### config.mk
export PLATFORM = sky130hd
export DESIGN_NAME = char_lcd_dirty_shadow_refresher_unit
export DESIGN_NICKNAME = d
export VERILOG_FILES = /design/src/design/clsr_pkg.sv /design/src/design/clsr_dp.sv /design/src/design/clsr_ctrl.sv /design/src/design/char_lcd_dirty_shadow_refresher_unit.sv
export SDC_FILE = /design/constraint.sdc
export NUM_CORES = 1
export LEC_CHECK = 0
export BUFFER_PORTS_ARGS = -buffer_cell sky130_fd_sc_hd__buf_2
export CAP_MARGIN = 10
export CORE_AREA = 2 2 239 123
export DETAILED_ROUTE_END_ITERATION = 8
export DIE_AREA = 0 0 241 125
export PLACE_DENSITY = 0.77
export SETUP_SLACK_MARGIN = 0.05
export SLEW_MARGIN = 15
export SYNTH_ARGS = -nofsm -noshare
export SYNTH_HDL_FRONTEND = slang
export SYNTH_SLANG_ARGS = --single-unit
### constraint.sdc
create_clock -name clk -period 8.8 [get_ports clk]
set_input_delay 0.44 -clock clk [delete_from_list [all_inputs] [get_ports clk]]
set_output_delay 0.44 -clock clk [all_outputs]
set_load 0.02 [all_outputs]
### src/design/clsr_pkg.sv
`timescale 1ns / 1ps

package clsr_pkg;

	localparam int MAX_ROWS = 2;
	localparam int MAX_COLS = 16;
	localparam int NCELLS = MAX_ROWS * MAX_COLS;
	localparam int CELL_W = (NCELLS > 1) ? $clog2(NCELLS) : 1;
	localparam int ROW_IW = (MAX_ROWS > 1) ? $clog2(MAX_ROWS) : 1;
	localparam int COL_IW = $clog2(MAX_COLS);

	localparam int OP_W = 3;
	localparam int ROWS_W = 2;
	localparam int COLS_W = 5;
	localparam int CHAR_W = 8;
	localparam int KIND_W = 2;
	localparam int CFG_IDX_W = 2;
	localparam int CFG_W = 5;

	localparam logic [CHAR_W-1:0] SPACE_CODE = 8'h20;

	localparam logic [OP_W-1:0] OP_WRITE = 3'd0;
	localparam logic [OP_W-1:0] OP_CLEAR = 3'd1;
	localparam logic [OP_W-1:0] OP_INV_ALL = 3'd2;
	localparam logic [OP_W-1:0] OP_INV_CODE = 3'd3;
	localparam logic [OP_W-1:0] OP_FLUSH = 3'd4;

	localparam logic [KIND_W-1:0] KIND_DONE = 2'd0;
	localparam logic [KIND_W-1:0] KIND_CURSOR = 2'd1;
	localparam logic [KIND_W-1:0] KIND_WRITE = 2'd2;
	localparam logic [KIND_W-1:0] KIND_CLEAR = 2'd3;

	localparam logic [CFG_IDX_W-1:0] CFG_ROWS = 2'd0;
	localparam logic [CFG_IDX_W-1:0] CFG_COLS = 2'd1;
	localparam logic [CFG_IDX_W-1:0] CFG_IMM = 2'd2;

	typedef struct packed {
		logic [OP_W-1:0] op;
		logic [ROWS_W-1:0] row;
		logic [COLS_W-1:0] col;
		logic [CHAR_W-1:0] char_code;
	} in_item_t;

	typedef struct packed {
		logic [KIND_W-1:0] kind;
		logic [ROWS_W-1:0] out_row;
		logic [COLS_W-1:0] out_col;
		logic [CHAR_W-1:0] out_char;
		logic last;
		logic any_dirty;
	} out_item_t;

	typedef struct packed {
		logic load;
		logic write_cell;
		logic scan_init;
		logic scan_next;
		logic run_set;
		logic run_clr;
		logic sweep_clear;
		logic sweep_mark;
		logic clean_cell;
		logic any_calc;
		logic emit;
		logic [KIND_W-1:0] kind;
	} dp_cmd_t;

	typedef struct packed {
		logic [OP_W-1:0] op;
		logic imm;
		logic dirty;
		logic match;
		logic in_run;
		logic last_cell;
		logic out_ready;
	} dp_stat_t;

endpackage

### src/design/clsr_dp.sv
`timescale 1ns / 1ps

module clsr_dp (
	input logic clk,
	input logic arst_n,
	input logic cfg_we,
	input logic [clsr_pkg::CFG_IDX_W-1:0] cfg_index,
	input logic [clsr_pkg::CFG_W-1:0] cfg_data,
	input clsr_pkg::in_item_t in_data,
	input logic out_stall,
	output logic out_valid,
	output clsr_pkg::out_item_t out_data,
	input clsr_pkg::dp_cmd_t cmd,
	output clsr_pkg::dp_stat_t st
);
	import clsr_pkg::*;

	logic [ROWS_W-1:0] rows_q;
	logic [COLS_W-1:0] cols_q;
	logic imm_q;
	logic [OP_W-1:0] op_q;
	logic [CHAR_W-1:0] code_q;
	logic [ROW_IW-1:0] r_q;
	logic [COL_IW-1:0] c_q;
	logic run_q;
	logic any_q;
	logic [CHAR_W-1:0] shadow_q [NCELLS];
	logic [NCELLS-1:0] dirty_q;
	logic out_valid_q;
	out_item_t out_q;

	logic [ROWS_W-1:0] nr;
	logic [COLS_W-1:0] nc;
	logic [ROWS_W-1:0] row_cl;
	logic [COLS_W-1:0] col_cl;
	logic [CELL_W-1:0] cur_idx;
	logic [CHAR_W-1:0] cur_char;
	logic last_col;
	logic last_row;
	logic out_ready;
	logic [NCELLS-1:0] range_mask;
	out_item_t nxt_item;

	always_comb begin
		if (rows_q == '0)
			nr = ROWS_W'(1);
		else if (rows_q > ROWS_W'(MAX_ROWS))
			nr = ROWS_W'(MAX_ROWS);
		else
			nr = rows_q;
		if (cols_q == '0)
			nc = COLS_W'(1);
		else if (cols_q > COLS_W'(MAX_COLS))
			nc = COLS_W'(MAX_COLS);
		else
			nc = cols_q;
	end

	always_comb begin
		if (in_data.row == '0)
			row_cl = ROWS_W'(1);
		else if (in_data.row > nr)
			row_cl = nr;
		else
			row_cl = in_data.row;
		if (in_data.col == '0)
			col_cl = COLS_W'(1);
		else if (in_data.col > nc)
			col_cl = nc;
		else
			col_cl = in_data.col;
	end

	always_comb begin
		for (int i = 0; i < NCELLS; i++) begin
			range_mask[i] = (ROWS_W'(i / MAX_COLS) < nr) && (COLS_W'(i % MAX_COLS) < nc);
		end
	end

	assign cur_idx = CELL_W'(int'(r_q) * MAX_COLS + int'(c_q));
	assign cur_char = shadow_q[cur_idx];
	assign last_col = (COLS_W'(c_q) + COLS_W'(1)) == nc;
	assign last_row = (ROWS_W'(r_q) + ROWS_W'(1)) == nr;
	assign out_ready = !out_valid_q || !out_stall;

	always_comb begin
		st.op = op_q;
		st.imm = imm_q;
		st.dirty = dirty_q[cur_idx];
		st.match = (cur_char == code_q);
		st.in_run = run_q;
		st.last_cell = last_col && last_row;
		st.out_ready = out_ready;
	end

	always_ff @(posedge clk or negedge arst_n) begin
		if (!arst_n) begin
			rows_q <= ROWS_W'(2);
			cols_q <= COLS_W'(16);
			imm_q <= 1'b0;
		end else if (cfg_we) begin
			case (cfg_index)
				CFG_ROWS: rows_q <= cfg_data[ROWS_W-1:0];
				CFG_COLS: cols_q <= cfg_data[COLS_W-1:0];
				CFG_IMM: imm_q <= cfg_data[0];
				default: ;
			endcase
		end
	end

	always_ff @(posedge clk or negedge arst_n) begin
		if (!arst_n) begin
			op_q <= '0;
			code_q <= '0;
			r_q <= '0;
			c_q <= '0;
			run_q <= 1'b0;
			any_q <= 1'b0;
		end else begin
			if (cmd.load) begin
				op_q <= in_data.op;
				code_q <= in_data.char_code;
				r_q <= ROW_IW'(row_cl - ROWS_W'(1));
				c_q <= COL_IW'(col_cl - COLS_W'(1));
			end
			if (cmd.scan_init) begin
				r_q <= '0;
				c_q <= '0;
				run_q <= 1'b0;
			end
			if (cmd.scan_next) begin
				if (last_col) begin
					c_q <= '0;
					r_q <= r_q + ROW_IW'(1);
					run_q <= 1'b0;
				end else begin
					c_q <= c_q + COL_IW'(1);
				end
			end
			if (cmd.run_set)
				run_q <= 1'b1;
			if (cmd.run_clr)
				run_q <= 1'b0;
			if (cmd.any_calc)
				any_q <= |(dirty_q & range_mask);
		end
	end

	always_ff @(posedge clk or negedge arst_n) begin
		if (!arst_n) begin
			for (int i = 0; i < NCELLS; i++)
				shadow_q[i] <= SPACE_CODE;
			dirty_q <= '1;
		end else begin
			if (cmd.write_cell && (cur_char != code_q)) begin
				shadow_q[cur_idx] <= code_q;
				dirty_q[cur_idx] <= 1'b1;
			end
			if (cmd.sweep_clear) begin
				shadow_q[cur_idx] <= SPACE_CODE;
				dirty_q[cur_idx] <= 1'b0;
			end
			if (cmd.sweep_mark)
				dirty_q[cur_idx] <= 1'b1;
			if (cmd.clean_cell)
				dirty_q[cur_idx] <= 1'b0;
		end
	end

	always_comb begin
		nxt_item = '0;
		nxt_item.kind = cmd.kind;
		case (cmd.kind)
			KIND_CURSOR: begin
				nxt_item.out_row = ROWS_W'(r_q) + ROWS_W'(1);
				nxt_item.out_col = COLS_W'(c_q) + COLS_W'(1);
			end
			KIND_WRITE: nxt_item.out_char = cur_char;
			KIND_DONE: begin
				nxt_item.last = 1'b1;
				nxt_item.any_dirty = any_q;
			end
			default: ;
		endcase
	end

	always_ff @(posedge clk or negedge arst_n) begin
		if (!arst_n) begin
			out_valid_q <= 1'b0;
		end else if (cmd.emit) begin
			out_valid_q <= 1'b1;
		end else if (!out_stall) begin
			out_valid_q <= 1'b0;
		end
	end

	always_ff @(posedge clk) begin
		if (cmd.emit)
			out_q <= nxt_item;
	end

	assign out_valid = out_valid_q;
	assign out_data = out_q;

	a_clean_only_dirty: assert property (@(posedge clk) disable iff (!arst_n)
		cmd.clean_cell |-> dirty_q[cur_idx])
		else $error("cleaning a cell that is not dirty");
	a_write_cleans: assert property (@(posedge clk) disable iff (!arst_n)
		(cmd.emit && cmd.kind == KIND_WRITE) |=> !dirty_q[$past(cur_idx)])
		else $error("written cell still dirty");
	a_emit_room: assert property (@(posedge clk) disable iff (!arst_n)
		cmd.emit |-> out_ready)
		else $error("beat emitted over a held beat");

endmodule

### src/design/clsr_ctrl.sv
`timescale 1ns / 1ps

module clsr_ctrl (
	input logic clk,
	input logic arst_n,
	input logic in_valid,
	output logic in_stall,
	input clsr_pkg::dp_stat_t st,
	output clsr_pkg::dp_cmd_t cmd
);
	import clsr_pkg::*;

	typedef enum logic [2:0] {
		S_IDLE,
		S_DISPATCH,
		S_SCAN,
		S_SWEEP,
		S_ANY,
		S_DONE
	} state_t;

	state_t state_q;
	state_t state_d;

	assign in_stall = (state_q != S_IDLE);

	always_comb begin
		cmd = '0;
		cmd.kind = KIND_DONE;
		state_d = state_q;
		case (state_q)
			S_IDLE: begin
				if (in_valid) begin
					cmd.load = 1'b1;
					state_d = S_DISPATCH;
				end
			end
			S_DISPATCH: begin
				case (st.op)
					OP_WRITE: begin
						cmd.write_cell = 1'b1;
						if (st.imm) begin
							cmd.scan_init = 1'b1;
							state_d = S_SCAN;
						end else begin
							state_d = S_ANY;
						end
					end
					OP_CLEAR: begin
						if (st.out_ready) begin
							cmd.emit = 1'b1;
							cmd.kind = KIND_CLEAR;
							cmd.scan_init = 1'b1;
							state_d = S_SWEEP;
						end
					end
					OP_INV_ALL, OP_INV_CODE: begin
						cmd.scan_init = 1'b1;
						state_d = S_SWEEP;
					end
					OP_FLUSH: begin
						cmd.scan_init = 1'b1;
						state_d = S_SCAN;
					end
					default: state_d = S_ANY;
				endcase
			end
			S_SWEEP: begin
				cmd.sweep_clear = (st.op == OP_CLEAR);
				cmd.sweep_mark = (st.op == OP_INV_ALL) || ((st.op == OP_INV_CODE) && st.match);
				cmd.scan_next = 1'b1;
				if (st.last_cell)
					state_d = S_ANY;
			end
			S_SCAN: begin
				if (!st.dirty) begin
					cmd.run_clr = 1'b1;
					cmd.scan_next = 1'b1;
					if (st.last_cell)
						state_d = S_ANY;
				end else if (!st.in_run) begin
					if (st.out_ready) begin
						cmd.emit = 1'b1;
						cmd.kind = KIND_CURSOR;
						cmd.run_set = 1'b1;
					end
				end else if (st.out_ready) begin
					cmd.emit = 1'b1;
					cmd.kind = KIND_WRITE;
					cmd.clean_cell = 1'b1;
					cmd.scan_next = 1'b1;
					if (st.last_cell)
						state_d = S_ANY;
				end
			end
			S_ANY: begin
				cmd.any_calc = 1'b1;
				state_d = S_DONE;
			end
			S_DONE: begin
				if (st.out_ready) begin
					cmd.emit = 1'b1;
					cmd.kind = KIND_DONE;
					state_d = S_IDLE;
				end
			end
			default: state_d = S_IDLE;
		endcase
	end

	always_ff @(posedge clk or negedge arst_n) begin
		if (!arst_n) begin
			state_q <= S_IDLE;
		end else begin
			state_q <= state_d;
		end
	end

	a_accept_dispatch: assert property (@(posedge clk) disable iff (!arst_n)
		(in_valid && !in_stall) |=> (state_q == S_DISPATCH))
		else $error("accepted beat not dispatched");
	a_run_exclusive: assert property (@(posedge clk) disable iff (!arst_n)
		!(cmd.run_set && cmd.scan_next))
		else $error("run start and advance in one cycle");
	a_write_in_run: assert property (@(posedge clk) disable iff (!arst_n)
		(cmd.emit && cmd.kind == KIND_WRITE) |-> st.in_run)
		else $error("character beat without cursor beat");
	a_done_to_idle: assert property (@(posedge clk) disable iff (!arst_n)
		(cmd.emit && cmd.kind == KIND_DONE) |=> (state_q == S_IDLE))
		else $error("done beat did not end the item");

endmodule

### src/design/char_lcd_dirty_shadow_refresher_unit.sv
`timescale 1ns / 1ps

// Shadow store and dirty-cell refresher for a character LCD.
// Input channel in_valid/in_stall/in_data carries one operation per beat:
// write char, clear, invalidate all, invalidate by code, flush.
// Output channel out_valid/out_stall/out_data carries display commands
// (clear, set cursor, write char) followed by one done beat with last set.
// One item is worked at a time; in_stall stays high until the done beat is
// loaded into the output register. A write char without flush passes
// through dispatch, the dirty-summary step and the done beat; clear and
// invalidation first sweep the cells in range, and flush scans them and
// sends a cursor beat before each dirty run; both visit one cell at a time.
// When the receiver raises out_stall the held beat stays put and the
// scan waits at its next beat until the output register frees up.
// Reset fills every cell with a space, marks every cell dirty and sets
// the size to 2 rows by 16 columns with immediate flush off.
// cfg_we/cfg_index/cfg_data write the size and mode registers; the user
// must write them only while idle, which the block does not enforce.

module char_lcd_dirty_shadow_refresher_unit (
	input logic clk,
	input logic arst_n,
	input logic cfg_we,
	input logic [clsr_pkg::CFG_IDX_W-1:0] cfg_index,
	input logic [clsr_pkg::CFG_W-1:0] cfg_data,
	input logic in_valid,
	output logic in_stall,
	input clsr_pkg::in_item_t in_data,
	output logic out_valid,
	input logic out_stall,
	output clsr_pkg::out_item_t out_data
);
	import clsr_pkg::*;

	dp_cmd_t cmd;
	dp_stat_t st;

	clsr_ctrl u_ctrl (
		.clk(clk),
		.arst_n(arst_n),
		.in_valid(in_valid),
		.in_stall(in_stall),
		.st(st),
		.cmd(cmd)
	);

	clsr_dp u_dp (
		.clk(clk),
		.arst_n(arst_n),
		.cfg_we(cfg_we),
		.cfg_index(cfg_index),
		.cfg_data(cfg_data),
		.in_data(in_data),
		.out_stall(out_stall),
		.out_valid(out_valid),
		.out_data(out_data),
		.cmd(cmd),
		.st(st)
	);

endmodule

==> flow_summary.ini <==
[sta]
finalCritPeriodShare = 0.6073
clock_skew_ps = 15.12
whs_ps = -45.62
slew_viol_final = 0
fmax_ghz = 0.1871
hold_viol_final = 13
setup_viol = 0
slew_headroom = 0.2597
period_needed_ps = 5344
rsz0062_at_grt = false
totalNegativeSetupSlack_ps = 0
tightest_slew_ps = 1102

[power]
p_int_mw = 3.491
power_density_nw_per_um2 = 308.7
switching_share = 0.3765
p_comb_frac = 0.320
seqPwrFrac = 0.420
p_switching_mw = 2.108
max-vdd-ir-drop_mv = 0.2160
leakage_nw = 7.253
clkPwrFrac = 0.260

[final_layout]
stdcell_area_sq_um = 18140
seq_area_sq_um = 8589
syn_to_final_growth_pct = 9.272
mostFrequentLayoutCell = dfrtp_1
antennaDiodeCount = 0
nets = 1531
layout-drive-gt1-share = 0.1672
multiInputGateArea_sq_um = 7234
fin_util = 0.6409
fillers = 2258
most-common-layout-cells = 250 x dfrtp_1, 224 x o2bb2ai_1, 152 x nand2_1

[critical_path]
worstPathMaxFanout = 92
crit_required_ps = 9280
end_kind = flop
crit_path_max_incr_delay_ps = 1000
cp_num_buf_inv = 3
critPathArrivalTime_ps = 5830
path_cells = buf_12 > mux2i_1 > o22ai_1 > nor4_1 > nand2_1 > xor2_1 > nor4_4 > a211oi_4 > buf_4 > nand2_1 > buf_4 > o2bb2ai_1
worst-setup-path-type = flop to flop
cp-start-kind = flop
path_delay_family = buffers and inverters
cp_slowest_cell = dfrtp_4

[drt]
drc = 0
routedWlPerCell_microns = 27.43
viasPerCell = 6.908
postRouteWirelength_microns = 52240
final_antenna_net_count = 0
vias = 13152
drt_pass1_iterations = 6
dr.first_iter.drc_count = 1977

[floorplan]
coreArea_sq_um = 28300
rows = 44
io_pins = 51
die-area_sq_um = 30130
start_util = 0.5865
die_w_microns = 241
die_y_microns = 125

[placed_design]
gp_congestion = 0.9907
hpwlAfterDp_microns = 35860
place_area_sq_um = 17050
port_buffers = 50

[grt]
grt_max_degree = 181
grt_usage = 0.3524
grt_pass1_wl_microns = 79810
grt_pass1_vias = 12470
antenna_found_initial = 0
grt_overflow = 0

[flow_run]
drv_cap = 0

[outcome]
run_status = complete, but fails checks
violations = negative hold slack

[logic_synthesis]
syn_area_per_cell_sq_um = 11.16
syn_inst = 1487
ys_seq_area_frac = 0.5173
synth-edff-count = 19
ys_ff_latch = 336
ys.flop_type = dfrtp_1
synth-warning-count = 0
syn_nets = 1529
netlist_area_sq_um = 16600
async_flop_share = 0.9435
synth.distinct_cells = 68

[clock_tree]
clock-sinks = 336
htree_levels = 1
clock_path_buffers = 3
cts_made_buffers = 30
postCtsHoldBufs = 0
post-cts-setup-buffer-count = 0
clkLatencyLatePin_ps = 580
cts-root-buf = clkbuf_16
cts_tree = built
clk_pin_slew_ps = 70
cts_resized = 0

[worst_hold_path]
min_path_type = input port to async pin
==> cell usage after synthesis, types with 3 or more instances <==
master     number  area share
buf_6           4      0.0027
edfxtp_1       19       0.034
buf_2          49       0.015
nor2b_1         3      0.0011
o22ai_1        70       0.026
nor4_1         15      0.0057
mux2_2          8      0.0054
nor3_1         13      0.0039
or4b_1          4      0.0024
clkbuf_1       34      0.0077
xnor2_1         5      0.0026
o21ai_4        10      0.0098
nand4b_1        3      0.0016
a32oi_1        33       0.017
o21ai_0        45       0.014
inv_1          80       0.018
mux4_2         10       0.014
nor3b_1         3      0.0014
buf_4           5      0.0023
dfstp_2        66        0.10
and2_1          4      0.0015
nand2b_1        8      0.0030
o2111ai_1       4      0.0021
ha_1           12      0.0090
o2bb2ai_1     224        0.12
a21oi_1        65       0.020
mux2i_1       135       0.081
nand3_1         6      0.0018
nand3b_1        3      0.0014
xor2_1         10      0.0053
a22oi_1         3      0.0014
dfrtp_1       251        0.38
buf_1           6      0.0014
nor2_1         49       0.011
or3_1           3      0.0011
o21ai_2        22       0.012
or2_2           3      0.0011
nand4bb_1       6      0.0041
o21a_1          5      0.0023
nand2_1       152       0.034
==> area by class of cell <==
class,count,share of cell area
Timing Repair Buffer,69,0.02359
Sequential cell,336,0.4736
Tap cell,391,0.02697
Multi-Input combinational cell,971,0.3989
Clock buffer,43,0.04912
Clock inverter,13,0.01104
Inverter,81,0.01676
==> metrics by stage <==
stage | cells | setup WS [ps] | hold WS (ps) | power (mW)
after global placement | 1848 | 3895 | 445.2 | 4.019
after global routing | 1904 | 3307 | 52.50 | 5.812
final | 1904 | 3456 | -45.62 | 5.599
after detailed placement | 1848 | 3748 | 449.3 | 4.067
after CTS | 1904 | 3717 | 46.40 | 5.520
after floorplan | 1487 | 5685 | 144.4 | 3.524
==> power by group through the flow <==
stage                     registers (mW)  clock network (mW)  logic [mW]
after global routing                2.38                1.53        1.90
after floorplan                     2.16                   0        1.36
after global placement              2.33                   0        1.68
final                               2.35                1.46        1.79
after detailed placement            2.34                   0        1.73
after CTS                           2.32                1.46        1.74
==> worst reg2reg max path: cells and delay by family, from the launching register on <==
| family | cells | cell delay (ps) |
|---|---|---|
| XOR/XNOR | 1 | 270 |
| flip-flops | 1 | 1000 |
| AND/OR/NAND/NOR | 4 | 1270 |
| multiplexers | 1 | 580 |
| buffers and inverters | 3 | 1470 |
| AO/OA/AOI/OAI | 3 | 650 |
==> layer usage <==
layer | global-route usage | vias up | share of wire
li1 | - | 5596 | -
met1 | 0.5538 | 6560 | 0.44
met2 | 0.4113 | 909 | 0.36
met3 | 0.1989 | 87 | 0.18
met4 | 0.06500 | 0 | 0.020
met5 | 0 | - | 0
==> kinds of logic after synthesis <==
| group | after synthesis | share of synthesized area |
|---|---|---|
| flip-flops | 336 | 0.5173 |
| adder cells (fa/ha/maj) | 14 | 0.01025 |
| buffers and inverters | 180 | 0.04742 |
| XOR/XNOR | 15 | 0.007915 |
| AO/OA/AOI/OAI | 497 | 0.2304 |
| AND/OR/NAND/NOR | 292 | 0.08632 |
| multiplexers | 153 | 0.1004 |
==> registers in the layout (all words and copies together) (netlist names) <==
| register | cells |
|---|---|
| u_ctrl.state_q | 3 |
| u_dp.any_q | 1 |
| u_dp.c_q | 4 |
| u_dp.code_q | 8 |
| u_dp.cols_q | 5 |
| u_dp.dirty_q | 32 |
| u_dp.imm_q | 1 |
| u_dp.op_q | 3 |
| u_dp.out_data | 19 |
| u_dp.out_valid | 1 |
| u_dp.r_q | 1 |
| u_dp.rows_q | 1 |
| u_dp.run_q | 1 |
| u_dp.shadow_q | 256 |
==> final timing paths <==
check | to | cells after the start | slack [ps] | startpoint
worst min-delay path | u_dp.op_q[2] | 1 | -50 | arst_n
worst max register to register | u_dp.shadow_q[214] | 12 | 3460 | u_dp.c_q[1]
min in group clk | u_dp.code_q[0] | 3 | 60 | in_data[0]
worst max-delay path | u_dp.shadow_q[214] | 12 | 3460 | u_dp.c_q[1]
worst min register to register | u_dp.shadow_q[29] | 2 | 460 | u_dp.shadow_q[29]
max in group asynchronous | u_dp.shadow_q[170] | 2 | 7230 | arst_n
Power figures use the tool's default switching activity.
